## config.mk

```make
export PLATFORM = sky130hd
export DESIGN_NAME = rgba_to_bitfield_pixel_packer_top
export DESIGN_NICKNAME = d
export VERILOG_FILES = /design/src/rtbp_pkg.sv /design/src/rtbp_front.sv /design/src/rtbp_queue.sv /design/src/rtbp_back.sv /design/src/rgba_to_bitfield_pixel_packer_top.sv
export SDC_FILE = /design/constraint.sdc
export NUM_CORES = 1
export LEC_CHECK = 0
export BUFFER_PORTS_ARGS = -buffer_cell sky130_fd_sc_hd__buf_2
export CORE_MARGIN = 1
export CORE_UTILIZATION = 50
export DETAILED_ROUTE_END_ITERATION = 12
export GPL_TIMING_DRIVEN = 0
export PLACE_DENSITY = 0.68
export SLEW_MARGIN = 20
export SYNTH_ARGS = -nofsm -noshare
export SYNTH_HDL_FRONTEND = slang
export SYNTH_SLANG_ARGS = --single-unit
```

## constraint.sdc

```tcl
create_clock -name clk -period 11.5 [get_ports clk]
set_input_delay 0 -clock clk [delete_from_list [all_inputs] [get_ports clk]]
set_output_delay 0 -clock clk [all_outputs]
set_load 0.01 [all_outputs]
```

## src/rtbp_pkg.sv

```systemverilog
// Shared types, constants and helper functions for the RGBA bit-field pixel packer.
`default_nettype none

package rtbp_pkg;

	// Byte order of the emitted pixel: 0 sends the low byte first, 1 the high byte first.
	localparam bit BIG_ENDIAN_ORDER = 1'b0;

	// Queue depth between the front and the back; must be a power of two.
	localparam int RTBP_QDEPTH = 2;
	localparam int RTBP_QPTR_W = $clog2(RTBP_QDEPTH);
	localparam int RTBP_QLVL_W = $clog2(RTBP_QDEPTH + 1);

	// Configuration register indexes.
	localparam logic [2:0] REG_RED_OFFSET      = 3'd0;
	localparam logic [2:0] REG_GREEN_OFFSET    = 3'd1;
	localparam logic [2:0] REG_BLUE_OFFSET     = 3'd2;
	localparam logic [2:0] REG_ALPHA_OFFSET    = 3'd3;
	localparam logic [2:0] REG_CHANNEL_LENGTHS = 3'd4;
	localparam logic [2:0] REG_PIXEL_BITS      = 3'd5;

	// Configuration as seen by the front.
	typedef struct packed {
		logic [4:0]  red_offset;
		logic [4:0]  green_offset;
		logic [4:0]  blue_offset;
		logic [4:0]  alpha_offset;
		logic [15:0] channel_lengths;
		logic [5:0]  pixel_bits;
	} rtbp_cfg_t;

	// One queued pixel: the packed word and the index of its final byte.
	typedef struct packed {
		logic [31:0] word;
		logic [1:0]  last_idx;
	} rtbp_entry_t;

	// Keep the top len bits of one channel byte and move them to bit offset off.
	function automatic logic [31:0] place_channel(input logic [7:0] chan,
			input logic [3:0] len, input logic [4:0] off);
		logic [3:0]  n;
		logic [7:0]  b;
		logic [31:0] w;
		n = (len > 4'd8) ? 4'd8 : len;
		b = (n == 4'd0) ? 8'd0 : (chan >> (4'd8 - n));
		w = {24'd0, b} << off;
		return w;
	endfunction

	// Index of the final byte: one more for each of the thresholds 8, 16 and 24 exceeded.
	function automatic logic [1:0] last_byte_idx(input logic [5:0] bpp);
		logic [1:0] c;
		c = 2'd0;
		if (bpp > 6'd8)  c = c + 2'd1;
		if (bpp > 6'd16) c = c + 2'd1;
		if (bpp > 6'd24) c = c + 2'd1;
		return c;
	endfunction

endpackage

`default_nettype wire

```

## src/rtbp_front.sv

```systemverilog
// Front stage: accepts source pixels, packs the channel fields and queues the result.
`default_nettype none

module rtbp_front (
	input  wire logic                 clk,
	input  wire logic                 arst_n,
	input  wire rtbp_pkg::rtbp_cfg_t  cfg,
	input  wire logic                 s_axis_tvalid,
	output logic                      s_axis_tready,
	input  wire logic [31:0]          s_axis_tdata,
	input  wire logic                 q_full,
	output logic                      q_push,
	output rtbp_pkg::rtbp_entry_t     q_data
);
	import rtbp_pkg::*;

	logic        valid_s1;
	logic [31:0] word_s1;
	logic [1:0]  last_s1;
	logic [31:0] packed_word;
	logic        take;

	// Combine the four placed channel fields.
	always_comb begin
		packed_word = place_channel(s_axis_tdata[7:0],   cfg.channel_lengths[3:0],
				cfg.red_offset)
			| place_channel(s_axis_tdata[15:8],  cfg.channel_lengths[7:4],
				cfg.green_offset)
			| place_channel(s_axis_tdata[23:16], cfg.channel_lengths[11:8],
				cfg.blue_offset)
			| place_channel(s_axis_tdata[31:24], cfg.channel_lengths[15:12],
				cfg.alpha_offset);
	end

	// The stage takes a new request whenever it is empty or draining into the queue.
	assign q_push        = valid_s1 && !q_full;
	assign s_axis_tready = !valid_s1 || !q_full;
	assign take          = s_axis_tvalid && s_axis_tready;
	assign q_data        = '{word: word_s1, last_idx: last_s1};

	// Stage valid flag.
	always_ff @(posedge clk or negedge arst_n) begin
		if (!arst_n) begin
			valid_s1 <= 1'b0;
		end else if (take) begin
			valid_s1 <= 1'b1;
		end else if (q_push) begin
			valid_s1 <= 1'b0;
		end
	end

	// Stage payload.
	always_ff @(posedge clk) begin
		if (take) begin
			word_s1 <= packed_word;
			last_s1 <= last_byte_idx(cfg.pixel_bits);
		end
	end

endmodule

`default_nettype wire

```

## src/rtbp_queue.sv

```systemverilog
// Small first-in first-out queue of packed pixels between the front and the back.
`default_nettype none

module rtbp_queue (
	input  wire logic                  clk,
	input  wire logic                  arst_n,
	input  wire logic                  push,
	input  wire rtbp_pkg::rtbp_entry_t push_data,
	output logic                       full,
	input  wire logic                  pop,
	output rtbp_pkg::rtbp_entry_t      head,
	output logic                       empty
);
	import rtbp_pkg::*;

	rtbp_entry_t              mem_q [RTBP_QDEPTH];
	logic [RTBP_QPTR_W-1:0]   wr_ptr_q;
	logic [RTBP_QPTR_W-1:0]   rd_ptr_q;
	logic [RTBP_QLVL_W-1:0]   level_q;

	assign full  = (level_q == RTBP_QLVL_W'(RTBP_QDEPTH));
	assign empty = (level_q == '0);
	assign head  = mem_q[rd_ptr_q];

	// Pointers and fill level.
	always_ff @(posedge clk or negedge arst_n) begin
		if (!arst_n) begin
			wr_ptr_q <= '0;
			rd_ptr_q <= '0;
			level_q  <= '0;
		end else begin
			if (push) begin
				wr_ptr_q <= wr_ptr_q + 1'b1;
			end
			if (pop) begin
				rd_ptr_q <= rd_ptr_q + 1'b1;
			end
			if (push && !pop) begin
				level_q <= level_q + 1'b1;
			end else if (pop && !push) begin
				level_q <= level_q - 1'b1;
			end
		end
	end

	// Entry storage.
	always_ff @(posedge clk) begin
		if (push) begin
			mem_q[wr_ptr_q] <= push_data;
		end
	end

	// The front never pushes into a full queue.
	a_no_push_full: assert property (@(posedge clk) disable iff (!arst_n)
		full |-> !push) else $error("push into full queue");

	// The back never pops an empty queue.
	a_no_pop_empty: assert property (@(posedge clk) disable iff (!arst_n)
		empty |-> !pop) else $error("pop from empty queue");

	// The level never exceeds the depth.
	a_level_range: assert property (@(posedge clk) disable iff (!arst_n)
		level_q <= RTBP_QLVL_W'(RTBP_QDEPTH)) else $error("queue level out of range");

endmodule

`default_nettype wire

```

## src/rtbp_back.sv

```systemverilog
// Back stage: splits each queued word into bytes and drives the output register.
`default_nettype none

module rtbp_back (
	input  wire logic                  clk,
	input  wire logic                  arst_n,
	input  wire rtbp_pkg::rtbp_entry_t head,
	input  wire logic                  q_empty,
	output logic                       q_pop,
	output logic                       m_axis_tvalid,
	input  wire logic                  m_axis_tready,
	output logic [7:0]                 m_axis_tdata,
	output logic                       m_axis_tlast
);
	import rtbp_pkg::*;

	logic [1:0] k_q;
	logic       out_valid_q;
	logic [7:0] out_byte_q;
	logic       out_last_q;
	logic       load;
	logic       is_last;
	logic [1:0] byte_idx;

	// The output register refills when a pixel is queued and the register is empty or being taken.
	assign load     = !q_empty && (!out_valid_q || m_axis_tready);
	assign is_last  = (k_q == head.last_idx);
	assign q_pop    = load && is_last;
	assign byte_idx = BIG_ENDIAN_ORDER ? (head.last_idx - k_q) : k_q;

	// Byte counter within the current pixel.
	always_ff @(posedge clk or negedge arst_n) begin
		if (!arst_n) begin
			k_q <= 2'd0;
		end else if (load) begin
			k_q <= is_last ? 2'd0 : k_q + 2'd1;
		end
	end

	// Output valid flag.
	always_ff @(posedge clk or negedge arst_n) begin
		if (!arst_n) begin
			out_valid_q <= 1'b0;
		end else if (load) begin
			out_valid_q <= 1'b1;
		end else if (m_axis_tready) begin
			out_valid_q <= 1'b0;
		end
	end

	// Output payload.
	always_ff @(posedge clk) begin
		if (load) begin
			out_byte_q <= head.word[{byte_idx, 3'b000} +: 8];
			out_last_q <= is_last;
		end
	end

	assign m_axis_tvalid = out_valid_q;
	assign m_axis_tdata  = out_byte_q;
	assign m_axis_tlast  = out_last_q;

	// The byte counter stays within the pixel at the head of the queue.
	a_k_in_range: assert property (@(posedge clk) disable iff (!arst_n)
		!q_empty |-> k_q <= head.last_idx) else $error("byte counter past last byte");

	// With nothing queued the counter sits at the first byte.
	a_k_idle: assert property (@(posedge clk) disable iff (!arst_n)
		q_empty |-> k_q == 2'd0) else $error("byte counter not cleared");

	// Retiring a pixel presents its final byte next.
	a_pop_last: assert property (@(posedge clk) disable iff (!arst_n)
		q_pop |=> (m_axis_tvalid && m_axis_tlast)) else $error("pop without last byte");

endmodule

`default_nettype wire

```

## src/rgba_to_bitfield_pixel_packer_top.sv

```systemverilog
// Top level of the RGBA bit-field pixel packer: configuration registers and stage wiring.
//
// Usage: source pixels arrive on the s_axis channel, one 32-bit RGBA pixel per request
// (red in bits 7:0, alpha in bits 31:24). Each channel keeps the top bits given by its
// length and lands at its configured offset in a 32-bit word; the word leaves on the
// m_axis channel as 1 to 4 byte requests, with tlast on the final byte of the pixel.
// The configuration port writes register cfg_index from cfg_wdata when cfg_we is high;
// write only while the block holds no pixel.
// The first byte of a pixel passes the front register, the queue and the output register
// before it is valid on m_axis. Throughput: the byte serializer emits one byte per cycle
// while a pixel is queued and the receiver takes it; a pixel leaves as one to four bytes,
// four at 32 bits per pixel. The front accepts a pixel every cycle while the two-entry
// queue between front and back has room.
// Reset clears all valid flags and the queue and loads the default register values
// (offsets 0/8/16/24, lengths 8, 32 bits per pixel). When the receiver stalls the
// output byte holds, the queue fills and then s_axis_tready drops.
`default_nettype none

module rgba_to_bitfield_pixel_packer_top (
	input  wire logic        clk,
	input  wire logic        arst_n,
	// Configuration write port.
	input  wire logic        cfg_we,
	input  wire logic [2:0]  cfg_index,
	input  wire logic [15:0] cfg_wdata,
	// Pixel input.
	input  wire logic        s_axis_tvalid,
	output logic             s_axis_tready,
	input  wire logic [31:0] s_axis_tdata,   // pixel_in[31:0]
	// Byte output.
	output logic             m_axis_tvalid,
	input  wire logic        m_axis_tready,
	output logic [7:0]       m_axis_tdata,   // out_byte[7:0]
	output logic             m_axis_tlast    // last_byte
);
	import rtbp_pkg::*;

	rtbp_cfg_t   cfg_q;
	rtbp_entry_t push_data;
	rtbp_entry_t head;
	logic        q_push;
	logic        q_pop;
	logic        q_full;
	logic        q_empty;

	// Configuration registers.
	always_ff @(posedge clk or negedge arst_n) begin
		if (!arst_n) begin
			cfg_q.red_offset      <= 5'd0;
			cfg_q.green_offset    <= 5'd8;
			cfg_q.blue_offset     <= 5'd16;
			cfg_q.alpha_offset    <= 5'd24;
			cfg_q.channel_lengths <= 16'h8888;
			cfg_q.pixel_bits      <= 6'd32;
		end else if (cfg_we) begin
			unique case (cfg_index)
				REG_RED_OFFSET:      cfg_q.red_offset      <= cfg_wdata[4:0];
				REG_GREEN_OFFSET:    cfg_q.green_offset    <= cfg_wdata[4:0];
				REG_BLUE_OFFSET:     cfg_q.blue_offset     <= cfg_wdata[4:0];
				REG_ALPHA_OFFSET:    cfg_q.alpha_offset    <= cfg_wdata[4:0];
				REG_CHANNEL_LENGTHS: cfg_q.channel_lengths <= cfg_wdata;
				REG_PIXEL_BITS:      cfg_q.pixel_bits      <= cfg_wdata[5:0];
				default: ;
			endcase
		end
	end

	rtbp_front u_front (
		.clk           (clk),
		.arst_n        (arst_n),
		.cfg           (cfg_q),
		.s_axis_tvalid (s_axis_tvalid),
		.s_axis_tready (s_axis_tready),
		.s_axis_tdata  (s_axis_tdata),
		.q_full        (q_full),
		.q_push        (q_push),
		.q_data        (push_data)
	);

	rtbp_queue u_queue (
		.clk       (clk),
		.arst_n    (arst_n),
		.push      (q_push),
		.push_data (push_data),
		.full      (q_full),
		.pop       (q_pop),
		.head      (head),
		.empty     (q_empty)
	);

	rtbp_back u_back (
		.clk           (clk),
		.arst_n        (arst_n),
		.head          (head),
		.q_empty       (q_empty),
		.q_pop         (q_pop),
		.m_axis_tvalid (m_axis_tvalid),
		.m_axis_tready (m_axis_tready),
		.m_axis_tdata  (m_axis_tdata),
		.m_axis_tlast  (m_axis_tlast)
	);

endmodule

`default_nettype wire
```

Yosys cells after proc, flatten, opt, wreduce, memory -nomap -nowiden
Memories as Yosys holds them, arrays and structs flattened.
Index checks and enable logic that the tools add are counted.
W data, S select, Z words.
Word-level totals
  bits of input ports: 56
  memories: 1
  flip-flop bits (word level): 93
  RAM bits: 68
  output and inout bits: 11
Memories
  u_queue.mem_q: words 2, width 34, rd ports 1, clocked after Yosys merged registers in 0, write ports 1, line rtbp_queue.sv:16  | rtbp_entry_t mem_q [RTBP_QDEPTH];
Cells by class
  add/subtract/negate cells: 11
  magnitude comparators: 7
  muxes and demuxes: 22
  bitwise operators: 3
  shifts and indexed selects: 9
  reductions and logical operators: 29
  equal/unequal tests: 7
Operators by type and width (number)
  $shl A8 B5 Y32: 4
  $or A32 B32 Y32: 3
  $mux W8: 4
  $shiftx A32 B6 Y8: 1
  $shr A8 B4 Y8: 4
  $gt A4 B4 Y1 const B: 4
  $logic_not A4 Y1: 4
  $mux W4: 4
  $sub A4 B4 Y4 const A: 4
  $mux W2: 7
  $gt A6 B5 Y1 const B: 2
  $reduce_and A2 Y1: 6
  $add A2 B1 Y2 const B: 4
  $mux W1: 7
  $eq A3 B2 Y1 const B: 2
  $eq A3 B3 Y1 const B: 2
  $gt A6 B4 Y1 const B: 1
  $logic_and A1 B1 Y1: 6
  $logic_not A1 Y1: 6
  $reduce_bool A2 Y1: 3
  $eq A3 B1 Y1 const B: 1
  $logic_not A3 Y1: 1
  $add A1 B1 Y1 const B: 2
  $eq A2 B2 Y1: 1
  other kinds (4): 5

Depth between registers and ports, before layout
  depth in word-level cells: 10
  gate-level depth with buffers: 15

By module
Synthesis repeated with hierarchy kept, for this count alone.
Unflattened totals
  cell total of the unflattened synthesis: 1087
  area total of the unflattened synthesis: 11204.5 um^2
Modules (own cells, without submodules)
  rtbp_front: seq. area each 1046.0 um^2, cells an instance 834, instances 1, area an instance 6105.9 um^2
  rtbp_queue: seq. area each 2142.1 um^2, cells an instance 122, instances 1, area an instance 2791.4 um^2
  rgba_to_bitfield_pixel_packer_top: seq. area each 1062.3 um^2, cells an instance 92, instances 1, area an instance 1627.8 um^2
  rtbp_back: seq. area each 345.3 um^2, cells an instance 39, instances 1, area an instance 679.4 um^2

Worst setup path after synthesis
OpenSTA, ideal clock, no wires.
  kind: register to register
  start: register cfg_q[18] (netlist name)
  end: register u_front.word_s1[9] (data pin)
  slack: 7.648 ns
  stages on the path, launching flop included: 16
  path buffers: 4
  data arrival time: 3.568 ns
  period minus slack after synthesis: 3.852 ns
  cell sequence: dfrtp_1 > clkbuf_1 > nor2b_1 > inv_2 > buf_2 > ha_1 > clkbuf_1 > clkbuf_1 > mux2i_1 > nand2_1 > a32oi_1 > mux2i_1 > nor3b_1 > a221o_1 > a2111oi_2 > o221ai_1
On the way
  longest elaborated chain between the ends: 7
  elaborated cells between the ends (all ways): 8
RTL lines
  from (decl): line rgba_to_bitfield_pixel_packer_top.sv:38  | rtbp_cfg_t cfg_q;
  $gt A4 B4 Y1: line rtbp_pkg.sv:44  | n = (len > 4'd8) ? 4'd8 : len;
  $mux W4 *: line rtbp_pkg.sv:44
  $sub A4 B4 Y4: line rtbp_pkg.sv:45  | b = (n == 4'd0) ? 8'd0 : (chan >> (4'd8 - n));
  $shr A8 B4 Y8: line rtbp_pkg.sv:45
  $mux W8 *: line rtbp_pkg.sv:45
  $shl A8 B5 Y32 *: line rtbp_pkg.sv:46  | w = {24'd0, b} << off;
  $or A32 B32 Y32 *: line rtbp_front.sv:31  | | place_channel(s_axis_tdata[31:24], cfg.channel_lengths[15:12],
  named net u_front.packed_word[9]: line rtbp_front.sv:20  | logic [31:0] packed_word;
  to (signal assigned): line rtbp_front.sv:55  | word_s1 <= packed_word;
  to (decl): line rtbp_front.sv:18  | logic [31:0] word_s1;
Mark *: on every way through the listed nets, which the timed path passes. The rest lies on a longest branch.
A chain may end at the register's enable or synchronous reset.

Worst setup path in the final report
  start: register cfg_q[18] (netlist name)
  end: register u_front.word_s1[8] (data pin)
The elaborated chain is that of the path after synthesis.

==> metrics list <==
- Total power of the final layout: 3.083 mW
* Cells taking the most area after synthesis: sky130_fd_sc_hd__edfxtp_1 (31%), sky130_fd_sc_hd__dfrtp_1 (9.5%), sky130_fd_sc_hd__mux4_2 (5.4%)
- Using the TritonRoute via totals, the vias-per-cell ratio works out to 6.798.
- Result of the run: complete, no violations
* Wire length of the first global-routing pass: 56450 um
* Worst Hold Class: in2reg
* Vias in the first global route: 9354
* Setup repair after global routing missed its margin: false
- Grt ovf: 0
- After detailed placement, the design holds a cell count of 1431.
* Root Buffer Master: sky130_fd_sc_hd__clkbuf_16
- The final max-slew violation count is 0.
- The final layout contains 1259 nets.
* Worst path setup slack after routing: 6525 ps
- Number of enable-type register cells in the synthesized netlist: 111
- Measured along the x axis, the die boundary spans 149.3 um.
- Average size of a mapped cell: 9.957 um2
- Post-synthesis cell type with the largest combined area: sky130_fd_sc_hd__edfxtp_1
- STA classifies the critical path startpoint as a register.
- After synthesis the cells add up to 10850 um2.
- Initial DRC Count: 1080
- Slew of the pin with the lowest slew margin: 1148 ps
- Worst vdd ir: 0.09212 mV
- Cell leakage power: 4.465 nW
- In the final layout, flip-flops and latches occupy 4596 um2.
- Leaving out fill and tap cells, the most frequent cell in the layout is sky130_fd_sc_hd__nand2_1.
* Leading register cell type out of synthesis: sky130_fd_sc_hd__edfxtp_1
- Gp weighted congestion: 1.043
- After layout, the minimum clock period comes to 4975 ps.
* Proportion of synthesized chip area in sequential cells: 42.34%
- The first detailed-routing pass ran for 6 iterations.
- STA classifies the critical path endpoint as a register.
- Number of vias after detailed routing: 10110
* Upper clock frequency limit: 0.2010 GHz
* Clock Tree Buf Depth: 2
* Input/output buffers: 63
* Final hold viol count: 0
- Share of Yosys cell area claimed by the top area cell type: 30.71%
- Count of max-cap constraint violations: 0
- Synth async-reset ratio: 31.06%
* Number of warnings issued by yosys: 0
* Clock Pin Slew Worst Setup and Hold Paths: 70 ps
* Cell variety after synth: 89
* Highest-count cells in the layout ignoring fill and taps: sky130_fd_sc_hd__nand2_1 (112), sky130_fd_sc_hd__edfxtp_1 (111), sky130_fd_sc_hd__nor2_1 (72), sky130_fd_sc_hd__clkbuf_1 (67), sky130_fd_sc_hd__buf_2 (64)
- Placed wire-length estimate after detailed placement: 27710 um
* Core region area: 21150 um2
- Core Rows: 53
- Minimum setup slack after placement: 6716 ps
* Post-cts sizing count: 0
- For this block, the routed nets add up to 37040 um of wire.
- Number of fillers in the final layout: 1859
- Data on the critical path is required at its endpoint by 11680 ps.
* Sum Neg Setup Slack: 0 ps
- In this run the power density over the cells is 247.6 nW/um2.
* Chip height: 149.3 um
- Setup violations remaining at the end of the flow were counted as 0.
- Die area: 22300 um2
* Arrival time of data at the critical path endpoint: 5160 ps
- Pin count of the biggest net entering global routing: 51
* Residual DRC count: 0
- Summing all multi-input logic gate instances after layout gives 5889 um2.
- The critical path is of the reg2reg type.
- Worst reg-to-reg setup slack: 6530 ps
- Relative to the synthesized area, the layout overhead comes to 14.73%.
- The worst path uses 43.26% of the clock period.
* Number of register bits inferred by synthesis: 161
- Post-detailed-route wirelength per cell: 24.91 um
- The initial utilization of the core area, before any placement, comes to 51.30%.
- For the final database, setup skew stands at 10.25 ps.
* Clock latency at the later pin of the worst-skew pair: 440 ps
- The H-tree generated during clock tree synthesis spans 4 levels.
* Number of standard cells in the layout, taps in and fillers out: 1487
* Slew headroom: 23.27%
- Counting the buffers created by CTS gives 17.
* Net count of the mapped netlist: 1151
- The clock net in this run drives a total of 161 sinks.
- During I/O placement, the number of pins put on the boundary was 67.
- Worst-path fanout max: 10
* Final ANT Viol Nets: 0
- Total GRT Usage: 34.13%
- Synthesis handed over a netlist of 1090 instances.
- TritonCTS built the clock tree.
- In the final layout, the share of cells above drive strength 1 is 16.76%.
- Antenna violations before repair: 1
## cell families after synthesis
group                    synth area share [%]
buffers and inverters                   3.585
flip-flops                              42.34
AO/OA/AOI/OAI                           20.84
AND/OR/NAND/NOR                         19.10
XOR/XNOR                               0.8071
multiplexers                            12.74
adder cells (fa/ha/maj)                0.5764
## worst max-delay path: stages (launching register included)
cell and delay (ps):
sky130_fd_sc_hd__dfrtp_1 320, sky130_fd_sc_hd__clkbuf_1 430, sky130_fd_sc_hd__nor2b_1 350, sky130_fd_sc_hd__inv_2 60
sky130_fd_sc_hd__buf_2 200, sky130_fd_sc_hd__ha_1 290, sky130_fd_sc_hd__clkbuf_1 260, sky130_fd_sc_hd__clkbuf_1 450
sky130_fd_sc_hd__mux2i_1 240, sky130_fd_sc_hd__nand2_1 80, sky130_fd_sc_hd__a32oi_1 380, sky130_fd_sc_hd__a2bb2oi_1 510
sky130_fd_sc_hd__o32ai_1 140, sky130_fd_sc_hd__a211oi_1 270, sky130_fd_sc_hd__o221ai_1 360, sky130_fd_sc_hd__a211o_1 360
## per-layer routing
metal  up-vias  routed length [um]  global-route usage [%]
met3       100                3273                   7.064
met1      4932               15330                   46.10
met5         -                  48                       0
met2       573               16850                   52.93
met4         2                1545                   14.90
li1       4501                   -                       -
## cell usage after synthesis (11+ instances only)
library cell and n:
sky130_fd_sc_hd__mux2i_1 29, sky130_fd_sc_hd__and2_1 11, sky130_fd_sc_hd__clkbuf_1 66, sky130_fd_sc_hd__a211o_1 13, sky130_fd_sc_hd__a32oi_1 15, sky130_fd_sc_hd__dfrtp_1 41
sky130_fd_sc_hd__edfxtp_1 111, sky130_fd_sc_hd__nor2_1 73, sky130_fd_sc_hd__mux2_2 44, sky130_fd_sc_hd__o21ai_0 43, sky130_fd_sc_hd__a31oi_1 16, sky130_fd_sc_hd__nand2_1 112
sky130_fd_sc_hd__o211ai_1 14, sky130_fd_sc_hd__nand2b_1 30, sky130_fd_sc_hd__mux4_2 26, sky130_fd_sc_hd__a22oi_1 16, sky130_fd_sc_hd__nor3_1 28, sky130_fd_sc_hd__a21oi_1 43
sky130_fd_sc_hd__nor2b_1 20, sky130_fd_sc_hd__inv_1 22, sky130_fd_sc_hd__o22ai_1 23, sky130_fd_sc_hd__a211oi_1 11, sky130_fd_sc_hd__nand3_1 36, sky130_fd_sc_hd__nand4_1 12
## through the flow
step	utilization, %	hold WS [ps]	area [um2]
after global routing	58.85	113.8	12450
after detailed placement	54.78	92.42	11590
after floorplan	-	-295.6	10850
after CTS	58.85	75.06	12450
after global placement	54.42	206.0	11510
final	58.86	85.36	12450
## power breakdown
part | total (mW) | switching, mW | internal [mW]
Sequential | 1.01 | 0.0941 | 0.912
Combinational | 1.47 | 0.937 | 0.534
Clock | 0.607 | 0.261 | 0.346
Total | 3.08 | 1.29 | 1.79
## registers in the layout (all words and copies together), names as in the netlist
register and flops:
u_front.valid_s1 1, u_back.m_axis_tvalid 1, u_queue.rd_ptr_q 1, u_queue.level_q 2, u_front.word_s1 32, u_queue.wr_ptr_q 1, u_back.m_axis_tlast 1, cfg_q 42
u_front.last_s1 2, u_back.m_axis_tdata 8, u_queue.mem_q 68, u_back.byte_idx 2
## final cells by class
type,instances,area share (%)
tap,275,2.763
antenna,1,0.02010
multi-input combinational,828,47.30
clock inverter,11,1.025
buffer,76,2.371
clock buffer,21,4.049
inverter,25,0.7536
sequential,161,36.91
timing repair buffer,89,4.813
## what timing repair did
action,4_1_cts,5_1_grt
buffers inserted,0,0
hold buffers,23,0
endpoints found under the hold margin,82,0
## worst paths after layout
check,to,cells past startpoint,startpoint
worst max-delay path,u_front.word_s1[8],15,cfg_q[18]
worst min-delay path,cfg_q[37],3,cfg_we
worst max register to register,u_front.word_s1[8],15,cfg_q[18]
worst min register to register,u_queue.mem_q[0][24],0,u_front.word_s1[22]
max in group asynchronous,cfg_q[39],2,arst_n
min in group asynchronous,u_queue.level_q[1],2,arst_n
Note: power is estimated with default switching activity, not from simulation.
